### src/hdl/s1h_pkg.sv
// ----------------------------------------------------------------------------
// s1h_pkg
// Shared types, constants and helpers for the SHA-1 byte stream hasher.
// ----------------------------------------------------------------------------
package s1h_pkg;

    localparam int unsigned WORD_W     = 32;
    localparam int unsigned BYTE_W     = 8;
    localparam int unsigned BLOCK_W    = 512;
    localparam int unsigned LEN_W      = 64;
    localparam int unsigned POS_W      = 6;
    localparam int unsigned ROUND_W    = 7;
    localparam int unsigned NUM_ROUNDS = 80;
    localparam int unsigned NUM_CHAIN  = 5;
    localparam int unsigned IDX_W      = 3;

    localparam logic [POS_W-1:0]   LEN_POS   = POS_W'(56);
    localparam logic [BYTE_W-1:0]  PAD_BYTE  = 8'h80;

    localparam logic [WORD_W-1:0] K0 = 32'h5A827999;
    localparam logic [WORD_W-1:0] K1 = 32'h6ED9EBA1;
    localparam logic [WORD_W-1:0] K2 = 32'h8F1BBCDC;
    localparam logic [WORD_W-1:0] K3 = 32'hCA62C1D6;

    localparam logic [WORD_W-1:0] H_INIT [NUM_CHAIN] = '{
        32'h67452301, 32'hEFCDAB89, 32'h98BADCFE, 32'h10325476, 32'hC3D2E1F0
    };

    typedef enum logic [2:0] {
        ST_IDLE,
        ST_PAD,
        ST_ROUND,
        ST_FINAL,
        ST_OUT
    } t_state;

    typedef enum logic [1:0] {
        PH_CH,
        PH_PAR1,
        PH_MAJ,
        PH_PAR2
    } t_phase;

    typedef struct packed {
        logic [WORD_W-1:0] a;
        logic [WORD_W-1:0] b;
        logic [WORD_W-1:0] c;
        logic [WORD_W-1:0] d;
        logic [WORD_W-1:0] e;
    } t_vars;

    function automatic logic [WORD_W-1:0] rotl(input logic [WORD_W-1:0] x,
                                               input int unsigned n);
        return (x << n) | (x >> (WORD_W - n));
    endfunction

endpackage

### src/hdl/s1h_round.sv
// ----------------------------------------------------------------------------
// s1h_round
// One SHA-1 round: logic function, constant and five-way add.
// ----------------------------------------------------------------------------
module s1h_round (
    input  s1h_pkg::t_vars                 i_vars,
    input  logic [s1h_pkg::WORD_W-1:0]     i_w,
    input  s1h_pkg::t_phase                i_phase,
    output s1h_pkg::t_vars                 o_vars
);

    logic [s1h_pkg::WORD_W-1:0] f;
    logic [s1h_pkg::WORD_W-1:0] k;

    always_comb begin
        case (i_phase)
            s1h_pkg::PH_CH: begin
                f = (i_vars.b & i_vars.c) | (~i_vars.b & i_vars.d);
                k = s1h_pkg::K0;
            end
            s1h_pkg::PH_PAR1: begin
                f = i_vars.b ^ i_vars.c ^ i_vars.d;
                k = s1h_pkg::K1;
            end
            s1h_pkg::PH_MAJ: begin
                f = (i_vars.b & i_vars.c) | (i_vars.b & i_vars.d) | (i_vars.c & i_vars.d);
                k = s1h_pkg::K2;
            end
            default: begin
                f = i_vars.b ^ i_vars.c ^ i_vars.d;
                k = s1h_pkg::K3;
            end
        endcase
    end

    always_comb begin
        o_vars.a = s1h_pkg::rotl(i_vars.a, 5) + f + i_vars.e + i_w + k;
        o_vars.b = i_vars.a;
        o_vars.c = s1h_pkg::rotl(i_vars.b, 30);
        o_vars.d = i_vars.c;
        o_vars.e = i_vars.d;
    end

endmodule

### src/hdl/sha1_byte_stream_hasher_unit.sv
// ----------------------------------------------------------------------------
// sha1_byte_stream_hasher_unit
// SHA-1 over a byte stream; a finish item pads and emits the 160-bit digest.
// ----------------------------------------------------------------------------
//  channel | signals                                   | dir
//  input   | i_valid, o_ready, i_kind, i_data_byte     | in
//  output  | o_valid, i_ready, o_digest_word,          | out
//          | o_word_index, o_last_word                 |
//
//  A data item is absorbed while idle; the item filling a 64-byte block also
//  runs 80 rounds on the single shared round unit, then one chaining add. A
//  finish item feeds padding (9 to 72 bytes) one byte per cycle outside its
//  one or two compressions, then holds five digest words until each is taken.
//  Synchronous active-low reset restores the initial chaining words.
//  o_ready is high only while idle; a stalled output holds the sequencer.
// ----------------------------------------------------------------------------
module sha1_byte_stream_hasher_unit (
    input  logic                             i_clk,
    input  logic                             i_rst_n,
    input  logic                             i_valid,
    output logic                             o_ready,
    input  logic                             i_kind,
    input  logic [s1h_pkg::BYTE_W-1:0]       i_data_byte,
    output logic                             o_valid,
    input  logic                             i_ready,
    output logic [s1h_pkg::WORD_W-1:0]       o_digest_word,
    output logic [s1h_pkg::IDX_W-1:0]        o_word_index,
    output logic                             o_last_word
);

    localparam int unsigned WW = s1h_pkg::WORD_W;
    localparam int unsigned BW = s1h_pkg::BLOCK_W;

    s1h_pkg::t_state               r_state, n_state;
    logic [s1h_pkg::ROUND_W-1:0]   r_t, n_t;
    logic [s1h_pkg::POS_W-1:0]     r_pos, n_pos;
    logic [s1h_pkg::LEN_W-1:0]     r_len, n_len;
    logic [s1h_pkg::LEN_W-1:0]     r_lensh, n_lensh;
    logic                          r_pad80, n_pad80;
    logic                          r_lenph, n_lenph;
    logic                          r_fin, n_fin;
    logic [BW-1:0]                 r_blk, n_blk;
    s1h_pkg::t_vars                r_v, n_v;
    logic [WW-1:0]                 r_h [s1h_pkg::NUM_CHAIN];
    logic [WW-1:0]                 n_h [s1h_pkg::NUM_CHAIN];
    logic [s1h_pkg::IDX_W-1:0]     r_idx, n_idx;

    logic [WW-1:0]                 wt;
    s1h_pkg::t_phase               phase;
    s1h_pkg::t_vars                rnd_v;
    logic                          do_abs;
    logic [s1h_pkg::BYTE_W-1:0]    abs_byte;
    logic [s1h_pkg::POS_W-1:0]     pos_inc;

    always_comb begin
        if (r_t < s1h_pkg::ROUND_W'(16)) begin
            wt = r_blk[BW-1 -: WW];
        end else begin
            wt = s1h_pkg::rotl(r_blk[BW-1-13*WW -: WW] ^ r_blk[BW-1-8*WW -: WW] ^
                               r_blk[BW-1-2*WW -: WW] ^ r_blk[BW-1 -: WW], 1);
        end
        if (r_t < s1h_pkg::ROUND_W'(20)) begin
            phase = s1h_pkg::PH_CH;
        end else if (r_t < s1h_pkg::ROUND_W'(40)) begin
            phase = s1h_pkg::PH_PAR1;
        end else if (r_t < s1h_pkg::ROUND_W'(60)) begin
            phase = s1h_pkg::PH_MAJ;
        end else begin
            phase = s1h_pkg::PH_PAR2;
        end
    end

    s1h_round u_round (
        .i_vars  (r_v),
        .i_w     (wt),
        .i_phase (phase),
        .o_vars  (rnd_v)
    );

    assign pos_inc       = r_pos + s1h_pkg::POS_W'(1);
    assign o_ready       = (r_state == s1h_pkg::ST_IDLE);
    assign o_valid       = (r_state == s1h_pkg::ST_OUT);
    assign o_digest_word = r_h[0];
    assign o_word_index  = r_idx;
    assign o_last_word   = (r_idx == s1h_pkg::IDX_W'(s1h_pkg::NUM_CHAIN - 1));

    always_comb begin
        n_state  = r_state;
        n_t      = r_t;
        n_pos    = r_pos;
        n_len    = r_len;
        n_lensh  = r_lensh;
        n_pad80  = r_pad80;
        n_lenph  = r_lenph;
        n_fin    = r_fin;
        n_blk    = r_blk;
        n_v      = r_v;
        n_h      = r_h;
        n_idx    = r_idx;
        do_abs   = 1'b0;
        abs_byte = '0;

        case (r_state)
            s1h_pkg::ST_IDLE: begin
                if (i_valid) begin
                    if (!i_kind) begin
                        do_abs   = 1'b1;
                        abs_byte = i_data_byte;
                        n_len    = r_len + s1h_pkg::LEN_W'(8);
                    end else begin
                        n_fin   = 1'b1;
                        n_lensh = r_len;
                        n_state = s1h_pkg::ST_PAD;
                    end
                end
            end
            s1h_pkg::ST_PAD: begin
                do_abs = 1'b1;
                if (!r_pad80) begin
                    abs_byte = s1h_pkg::PAD_BYTE;
                    n_pad80  = 1'b1;
                end else if (!r_lenph && r_pos != s1h_pkg::LEN_POS) begin
                    abs_byte = '0;
                end else begin
                    n_lenph  = 1'b1;
                    abs_byte = r_lensh[s1h_pkg::LEN_W-1 -: s1h_pkg::BYTE_W];
                    n_lensh  = {r_lensh[s1h_pkg::LEN_W-s1h_pkg::BYTE_W-1:0],
                                s1h_pkg::BYTE_W'(0)};
                end
            end
            s1h_pkg::ST_ROUND: begin
                n_v   = rnd_v;
                n_blk = {r_blk[BW-WW-1:0], wt};
                if (r_t == s1h_pkg::ROUND_W'(s1h_pkg::NUM_ROUNDS - 1)) begin
                    n_state = s1h_pkg::ST_FINAL;
                end else begin
                    n_t = r_t + s1h_pkg::ROUND_W'(1);
                end
            end
            s1h_pkg::ST_FINAL: begin
                n_h[0] = r_h[0] + r_v.a;
                n_h[1] = r_h[1] + r_v.b;
                n_h[2] = r_h[2] + r_v.c;
                n_h[3] = r_h[3] + r_v.d;
                n_h[4] = r_h[4] + r_v.e;
                if (!r_fin) begin
                    n_state = s1h_pkg::ST_IDLE;
                end else if (r_lenph) begin
                    n_idx   = '0;
                    n_state = s1h_pkg::ST_OUT;
                end else begin
                    n_state = s1h_pkg::ST_PAD;
                end
            end
            s1h_pkg::ST_OUT: begin
                if (i_ready) begin
                    if (o_last_word) begin
                        n_h     = s1h_pkg::H_INIT;
                        n_pos   = '0;
                        n_len   = '0;
                        n_pad80 = 1'b0;
                        n_lenph = 1'b0;
                        n_fin   = 1'b0;
                        n_state = s1h_pkg::ST_IDLE;
                    end else begin
                        n_h[0] = r_h[1];
                        n_h[1] = r_h[2];
                        n_h[2] = r_h[3];
                        n_h[3] = r_h[4];
                        n_h[4] = r_h[0];
                        n_idx  = r_idx + s1h_pkg::IDX_W'(1);
                    end
                end
            end
            default: begin
                n_state = s1h_pkg::ST_IDLE;
            end
        endcase

        if (do_abs) begin
            n_blk = {r_blk[BW-s1h_pkg::BYTE_W-1:0], abs_byte};
            n_pos = pos_inc;
            if (pos_inc == '0) begin
                n_t     = '0;
                n_v.a   = r_h[0];
                n_v.b   = r_h[1];
                n_v.c   = r_h[2];
                n_v.d   = r_h[3];
                n_v.e   = r_h[4];
                n_state = s1h_pkg::ST_ROUND;
            end
        end
    end

    always_ff @(posedge i_clk) begin
        if (!i_rst_n) begin
            r_state <= s1h_pkg::ST_IDLE;
            r_t     <= '0;
            r_pos   <= '0;
            r_len   <= '0;
            r_pad80 <= 1'b0;
            r_lenph <= 1'b0;
            r_fin   <= 1'b0;
            r_idx   <= '0;
            r_h     <= s1h_pkg::H_INIT;
        end else begin
            r_state <= n_state;
            r_t     <= n_t;
            r_pos   <= n_pos;
            r_len   <= n_len;
            r_pad80 <= n_pad80;
            r_lenph <= n_lenph;
            r_fin   <= n_fin;
            r_idx   <= n_idx;
            r_h     <= n_h;
        end
    end

    always_ff @(posedge i_clk) begin
        r_lensh <= n_lensh;
        r_blk   <= n_blk;
        r_v     <= n_v;
    end

endmodule
### config.mk
export PLATFORM = sky130hd
export DESIGN_NAME = sha1_byte_stream_hasher_unit
export DESIGN_NICKNAME = d
export VERILOG_FILES = /design/src/hdl/s1h_pkg.sv /design/src/hdl/s1h_round.sv /design/src/hdl/sha1_byte_stream_hasher_unit.sv
export SDC_FILE = /design/constraint.sdc
export NUM_CORES = 2
export LEC_CHECK = 0
export BUFFER_PORTS_ARGS = -buffer_cell sky130_fd_sc_hd__buf_4
export CORE_ASPECT_RATIO = 0.9
export CORE_UTILIZATION = 65
export CTS_BUF_LIST = sky130_fd_sc_hd__clkbuf_8 sky130_fd_sc_hd__clkbuf_16
export CTS_CLUSTER_DIAMETER = 150
export CTS_CLUSTER_SIZE = 24
export DETAILED_ROUTE_END_ITERATION = 8
export PLACE_DENSITY = 0.91
export SYNTH_ARGS = -nofsm -noshare
export SYNTH_HDL_FRONTEND = slang
export SYNTH_SLANG_ARGS = --single-unit
### constraint.sdc
create_clock -name i_clk -period 30.2 [get_ports i_clk]
set_input_delay 3.02 -clock i_clk [delete_from_list [all_inputs] [get_ports i_clk]]
set_output_delay 3.02 -clock i_clk [all_outputs]
set_load 0.05 [all_outputs]
# [Word-level counts from Yosys, hierarchy flattened]
# Index checks and enable logic that the tools add are counted.
[word_totals] regBits=982
[op_classes] addsub=13 n_lt_le_gt_ge=4 eq_ne=19 mux=64 bitwise=16 n_reduce_logical=21
[ops] operator="$mux W512" n=2
[ops] operator="$mux W160" n=5
[ops] operator="$mux W64" n=8
[ops] operator="$pmux W160 S2" n=1
[ops] operator="$add A32 B32 Y32" n=9
[ops] operator="$pmux W64 S2" n=2
[ops] operator="$xor A32 B32 Y32" n=5
[ops] operator="$and A32 B32 Y32" n=4
[ops] operator="$or A32 B32 Y32" n=3
[ops] operator="$pmux W32 S3" n=1
[ops] operator="$add A64 B4 Y64 const B" n=1
[ops] operator="$pmux W32 S2" n=1
[ops] operator="$mux W3" n=13
[ops] operator="$mux W32" n=1
[ops] operator="$mux W8" n=4
[ops] operator="$not A32 Y32" n=1
[ops] operator="$or A32 B1 Y32" n=1
[ops] operator="$or A32 B30 Y32" n=1
[ops] operator="$or A32 B5 Y32" n=1
[ops] operator="$mux W7" n=4
[ops] operator="$reduce_and A5 Y1" n=5
[ops] operator="$mux W6" n=4
[ops] operator="$pmux W8 S2" n=1
[ops] operator="$reduce_bool A2 Y1" n=8
[ops] operator="other kinds (26)" n=51

# [Depth between registers and ports, before layout]
[depth] depth_word=13 ltp_mapped=26

# [Cells and area by module]
# From an unflattened synthesis, not the netlist that was laid out.
[hier_totals] cells_unflattened=6447 area_unflattened_um2=57216.1
[by_module_without_submodules] mod="sha1_byte_stream_hasher_unit" n_inst=1 cells_each=5546 area_per_inst_um2=50359.5
[by_module_without_submodules] mod="s1h_round" n_inst=1 cells_each=901 area_per_inst_um2=6856.6

# [Least setup slack after synthesis]
# OpenSTA, ideal clock, no wires.
[synth_path] path_type="input port to flip-flop" start="input i_valid" end="register r_blk[0] (enable)" setup_ns=3.642 arrival_ns=12.542 required_ns=26.558 setup_slack_ns=14.017 cell_stages=6 n_path_buf=3 path_cell_list="nor2b_1 > o21ai_1 > clkbuf_1 > clkbuf_1 > clkbuf_1 > nand2_1"
[synth_between] elab_chain_cells=3
[synth_lines] item="start: declaration" line="sha1_byte_stream_hasher_unit.sv:20" text="input logic i_valid,"
[synth_lines] item="$mux W1" line="sha1_byte_stream_hasher_unit.sv:105" text="if (i_valid) begin"
[synth_lines] item="$pmux W1 S2" line="sha1_byte_stream_hasher_unit.sv:103" text="case (r_state)"
[synth_lines] item="$reduce_bool A2 Y1 (no source line)"
[synth_lines] item="end signal: assignment" line="sha1_byte_stream_hasher_unit.sv:221" text="r_blk <= n_blk;"
[synth_lines] item="end: declaration" line="sha1_byte_stream_hasher_unit.sv:42" text="logic [BW-1:0] r_blk, n_blk;"
# Every way passes these cells.
# A chain may end at the register's enable or synchronous reset.

==> results.cfg <==
[worst_setup_path]
critPathMaxFanout = 67
cp.arrival_ns = 7.89
critical_path_required_ns = 30.70
ff2ff_setup_slack_ns = 22.81
worst_r2r_path_depth = 25
critical_path.reg2reg.startpoint = r_t[3]$_SDFF_PN0_
setup.worst_path.class = flip-flop to flip-flop
regToRegEndpoint = r_v[157]$_DFF_P_
worst_setup_path_end_kind = flip-flop
worstSetupStartpointType = flip-flop

[finish]
fillerInstances = 6255
multi_input_gate_area_um2 = 27900
flow.area_growth_from_synthesis_pct = 3.65
stdcell_count = 7315
fraction_of_final_layout_cells_with_drive_strength_greater_than_1_pct = 4.72
seqCellArea_um2 = 25300
final_area_um2 = 57800
final_net_count = 6494
antenna_cells = 0

[synthesis]
synth_fa_ha_area_share_pct = 9.08
post_synth_instance_area_um2 = 55800
synth-async-reset-ratio_pct = 0
synthesis.yosys.warnings = 0
syn-mean-instance-area_um2 = 8.75
synth_xor_xnor_area_share_pct = 4.54
synth.yosys.seq_area_share_pct = 45.3
synthCells = 6371
synth_compound_area_share_pct = 15.0
ys_seq_elements = 976
synth_top_family_by_area = simple AND/OR/NAND/NOR gates
synth_nets = 6713
synth.mux.area_fraction_pct = 1.70
synth_ff_type = edfxtp_1
yosys.cell_types.count = 104
synthSimpleGateAreaFrac_pct = 19.5
synth_enable_flop_cells = 573

[grt]
grt.busiest_layer = met2
gr_layer_usage_met1_pct = 45.2
met2_usage_pct = 51.1
first_global_vias = 43534
initial_antenna_violation_count = 6
grt_first_pass_wirelength_um = 232000
use_met3_pct = 6.80
grt_overflow = 0
global_route.usage.total_pct = 33.1
pin_count_of_the_biggest_net_entering_global_routing = 124

[placement]
port-buffer-count = 50
post-dp-hpwl_um = 101000
numPlacedInstances = 7237
placed_cell_area_um2 = 56500
place.gp.congestion = 0.995

[job]
cap_viol_max_count = 0

[timing]
timing.final.max_slew_violations = 0
grt_setup_unrepaired = no
final.setup.tns_ns = 0
worst-slew-pin-transition_ns = 1.32
hold_ws_ns = 0.483
skew_ns = 0.0244
finalSetupViolations = 0
max_slew_margin_pct = 11.0
max_clock_freq_mhz = 135
final_hold_viol_count = 0
layout_min_cycle_time_ns = 7.39
period_share_pct = 24.5

[routing]
drt_pre_antenna_iters = 7
routedWlPerCell_um = 20.2
drc_errors = 0
detailroute.via_count = 46289
route.final.wire_length_um = 148000
first_iter_violations = 6387
drt.antenna.violating_nets = 0
route.detailed.vias_per_inst = 6.33

[floorplanning]
ioPinCount = 51
std_cell_rows = 101
fp.dieArea_um2 = 87000
initial_utilization_pct = 65.9
fp.dieW_um = 311
core_area_um2 = 84700
dieHeight_um = 280

[clock_network]
cts.repair_timing.setup_buffer_count = 0
cts_inserted_buffers = 46
ctsHtreeMaxLevel = 2
postCtsResizedCells = 0
clk_path_buf_depth = 3
clk_transition_reported_paths_ns = 0.12
clk-insertion-delay-late_ns = 0.66
tritoncts_num_sinks = 976
cts_hold_repair.buffers = 0
ctsRootBufferMaster = clkbuf_16
cts_tree = done

[pwr]
cellPowerDensity_nw_per_um2 = 45.6
vdd.ir_drop.worst_uv = 47.8
design_power_total_w = 0.00264
power.leakage_nw = 24.5

[outcome]
run_status = finished, final reports clean

[hold_path]
hold_end = r_fin$_SDFFE_PN0P_
hold_path.startpoint = r_fin$_SDFFE_PN0P_
hold_depth = 2
hp-class = flip-flop to flip-flop
-- worst max-delay path by stage --
stage                            from              endpoint  slack, ns  cells after the start
CTS                 r_t[3]$_SDFF_PN0_      r_v[157]$_DFF_P_      22.97                     25
global route        r_t[3]$_SDFF_PN0_      r_v[157]$_DFF_P_      22.41                     25
global placement               i_kind  r_blk[386]$_DFFE_PP_      22.90                      7
finish              r_t[3]$_SDFF_PN0_      r_v[157]$_DFF_P_      22.81                     25
floorplan                     i_valid    r_blk[0]$_DFFE_PP_      14.02                      6
detailed placement             i_kind  r_blk[394]$_DFFE_PP_      22.83                      7
-- per-layer routing --
metal  vias up  share of wire, %
met5         -             0.028
met4         6               4.9
met3       536                12
met2      2743                44
met1     21801                39
li1      21203                 -
-- report_power, final --
group | internal, W | leakage (nW) | total, W | switching (W)
Sequential | 0.00153 | 8.84 | 0.00159 | 0.0000602
Combinational | 0.000115 | 15.0 | 0.000330 | 0.000215
Clock | 0.000283 | 0.746 | 0.000721 | 0.000438
-- flip-flops by register name, summed over array words and instances, names as in the netlist --
name           count
r_pad80            1
r_pos              6
r_len             61
r_lensh           61
r_state            3
r_t                7
r_lenph            1
o_word_index       3
o_digest_word     32
r_fin              1
r_v              160
r_blk            512
r_h              128
-- kinds of logic after synthesis --
group / count (synthesis)
buf+inv: 678
simple gates: 2680
flops: 976
compound gates: 1330
fa+ha+maj: 330
mux: 88
xor+xnor: 289
-- Yosys cell counts (36+ instances only) --
library cell     n  share of area [%]
fa_1           125                4.5
nand2_1       1941                 13
a21oi_1        367                3.3
inv_1          311                2.1
nand3_1         96               0.86
dfxtp_1        403                 14
o21ai_0        424                3.8
o211ai_1        53               0.71
a221oi_1        54               0.85
a21o_1         104                1.4
nor2_1         379                2.6
xnor2_1        210                3.3
edfxtp_1       573                 31
nor3_1          60               0.54
mux2_2          52                1.1
mux2i_1         36               0.65
ha_1           204                4.6
xor2_1          79                1.2
clkbuf_1       288                1.9
-- final cells by class --
class                      count  area share [%]
sequential                   976            43.7
timing repair buffer          98            1.27
clock inverter                32           0.299
multi-input combinational   4717            48.2
inverter                     313            2.04
clock buffer                  46            1.99
tap                         1133            2.45
-- cells in the final DEF, fill, tap and decap left out, drive strengths merged, types with 25 or more instances in the layout --
| cell | instances |
|---|---|
| fa | 125 |
| nand3 | 97 |
| or3 | 30 |
| o21bai | 25 |
| a31oi | 32 |
| xnor2 | 210 |
| and3 | 35 |
| ha | 204 |
| nor2b | 29 |
| nor3 | 66 |
| a211oi | 33 |
| o311ai | 25 |
| edfxtp | 573 |
| o211ai | 53 |
| a221oi | 55 |
| dfxtp | 403 |
| mux2 | 52 |
| a21oi | 374 |
| o21ai | 442 |
| nor2 | 382 |
| buf | 98 |
| clkbuf | 46 |
| mux2i | 36 |
| nand2 | 1943 |
| xor2 | 79 |
| inv | 344 |
| nand2b | 25 |
| a21o | 106 |
-- stage by stage --
stage          util, %  setup slack, ns
3_3_place_gp      66.7            22.90
5_1_grt           68.3            22.41
6_report          68.3            22.81
4_1_cts           68.3            22.97
3_5_place_dp      66.7            22.83
2_1_floorplan        -            14.02
-- critical path: stages, from the launching register on --
cell,delay (ns)
dfxtp_1,0.54
maj3_1,0.22
nand2_1,0.10
o311ai_4,0.12
buf_4,0.67
inv_1,0.32
ha_1,0.28
buf_4,0.27
a221oi_1,0.37
a21o_1,0.15
fa_1,0.44
fa_1,0.52
inv_1,0.05
ha_1,0.22
fa_1,0.41
a21oi_1,0.21
o21ai_0,0.12
a21oi_1,0.26
o21bai_1,0.12
a41o_1,0.30
a31oi_2,0.28
a21oi_2,0.16
a2111o_1,0.42
a31oi_1,0.24
xor2_1,0.21
o21ai_0,0.10
No activity file was read; power rests on OpenSTA's default activity.
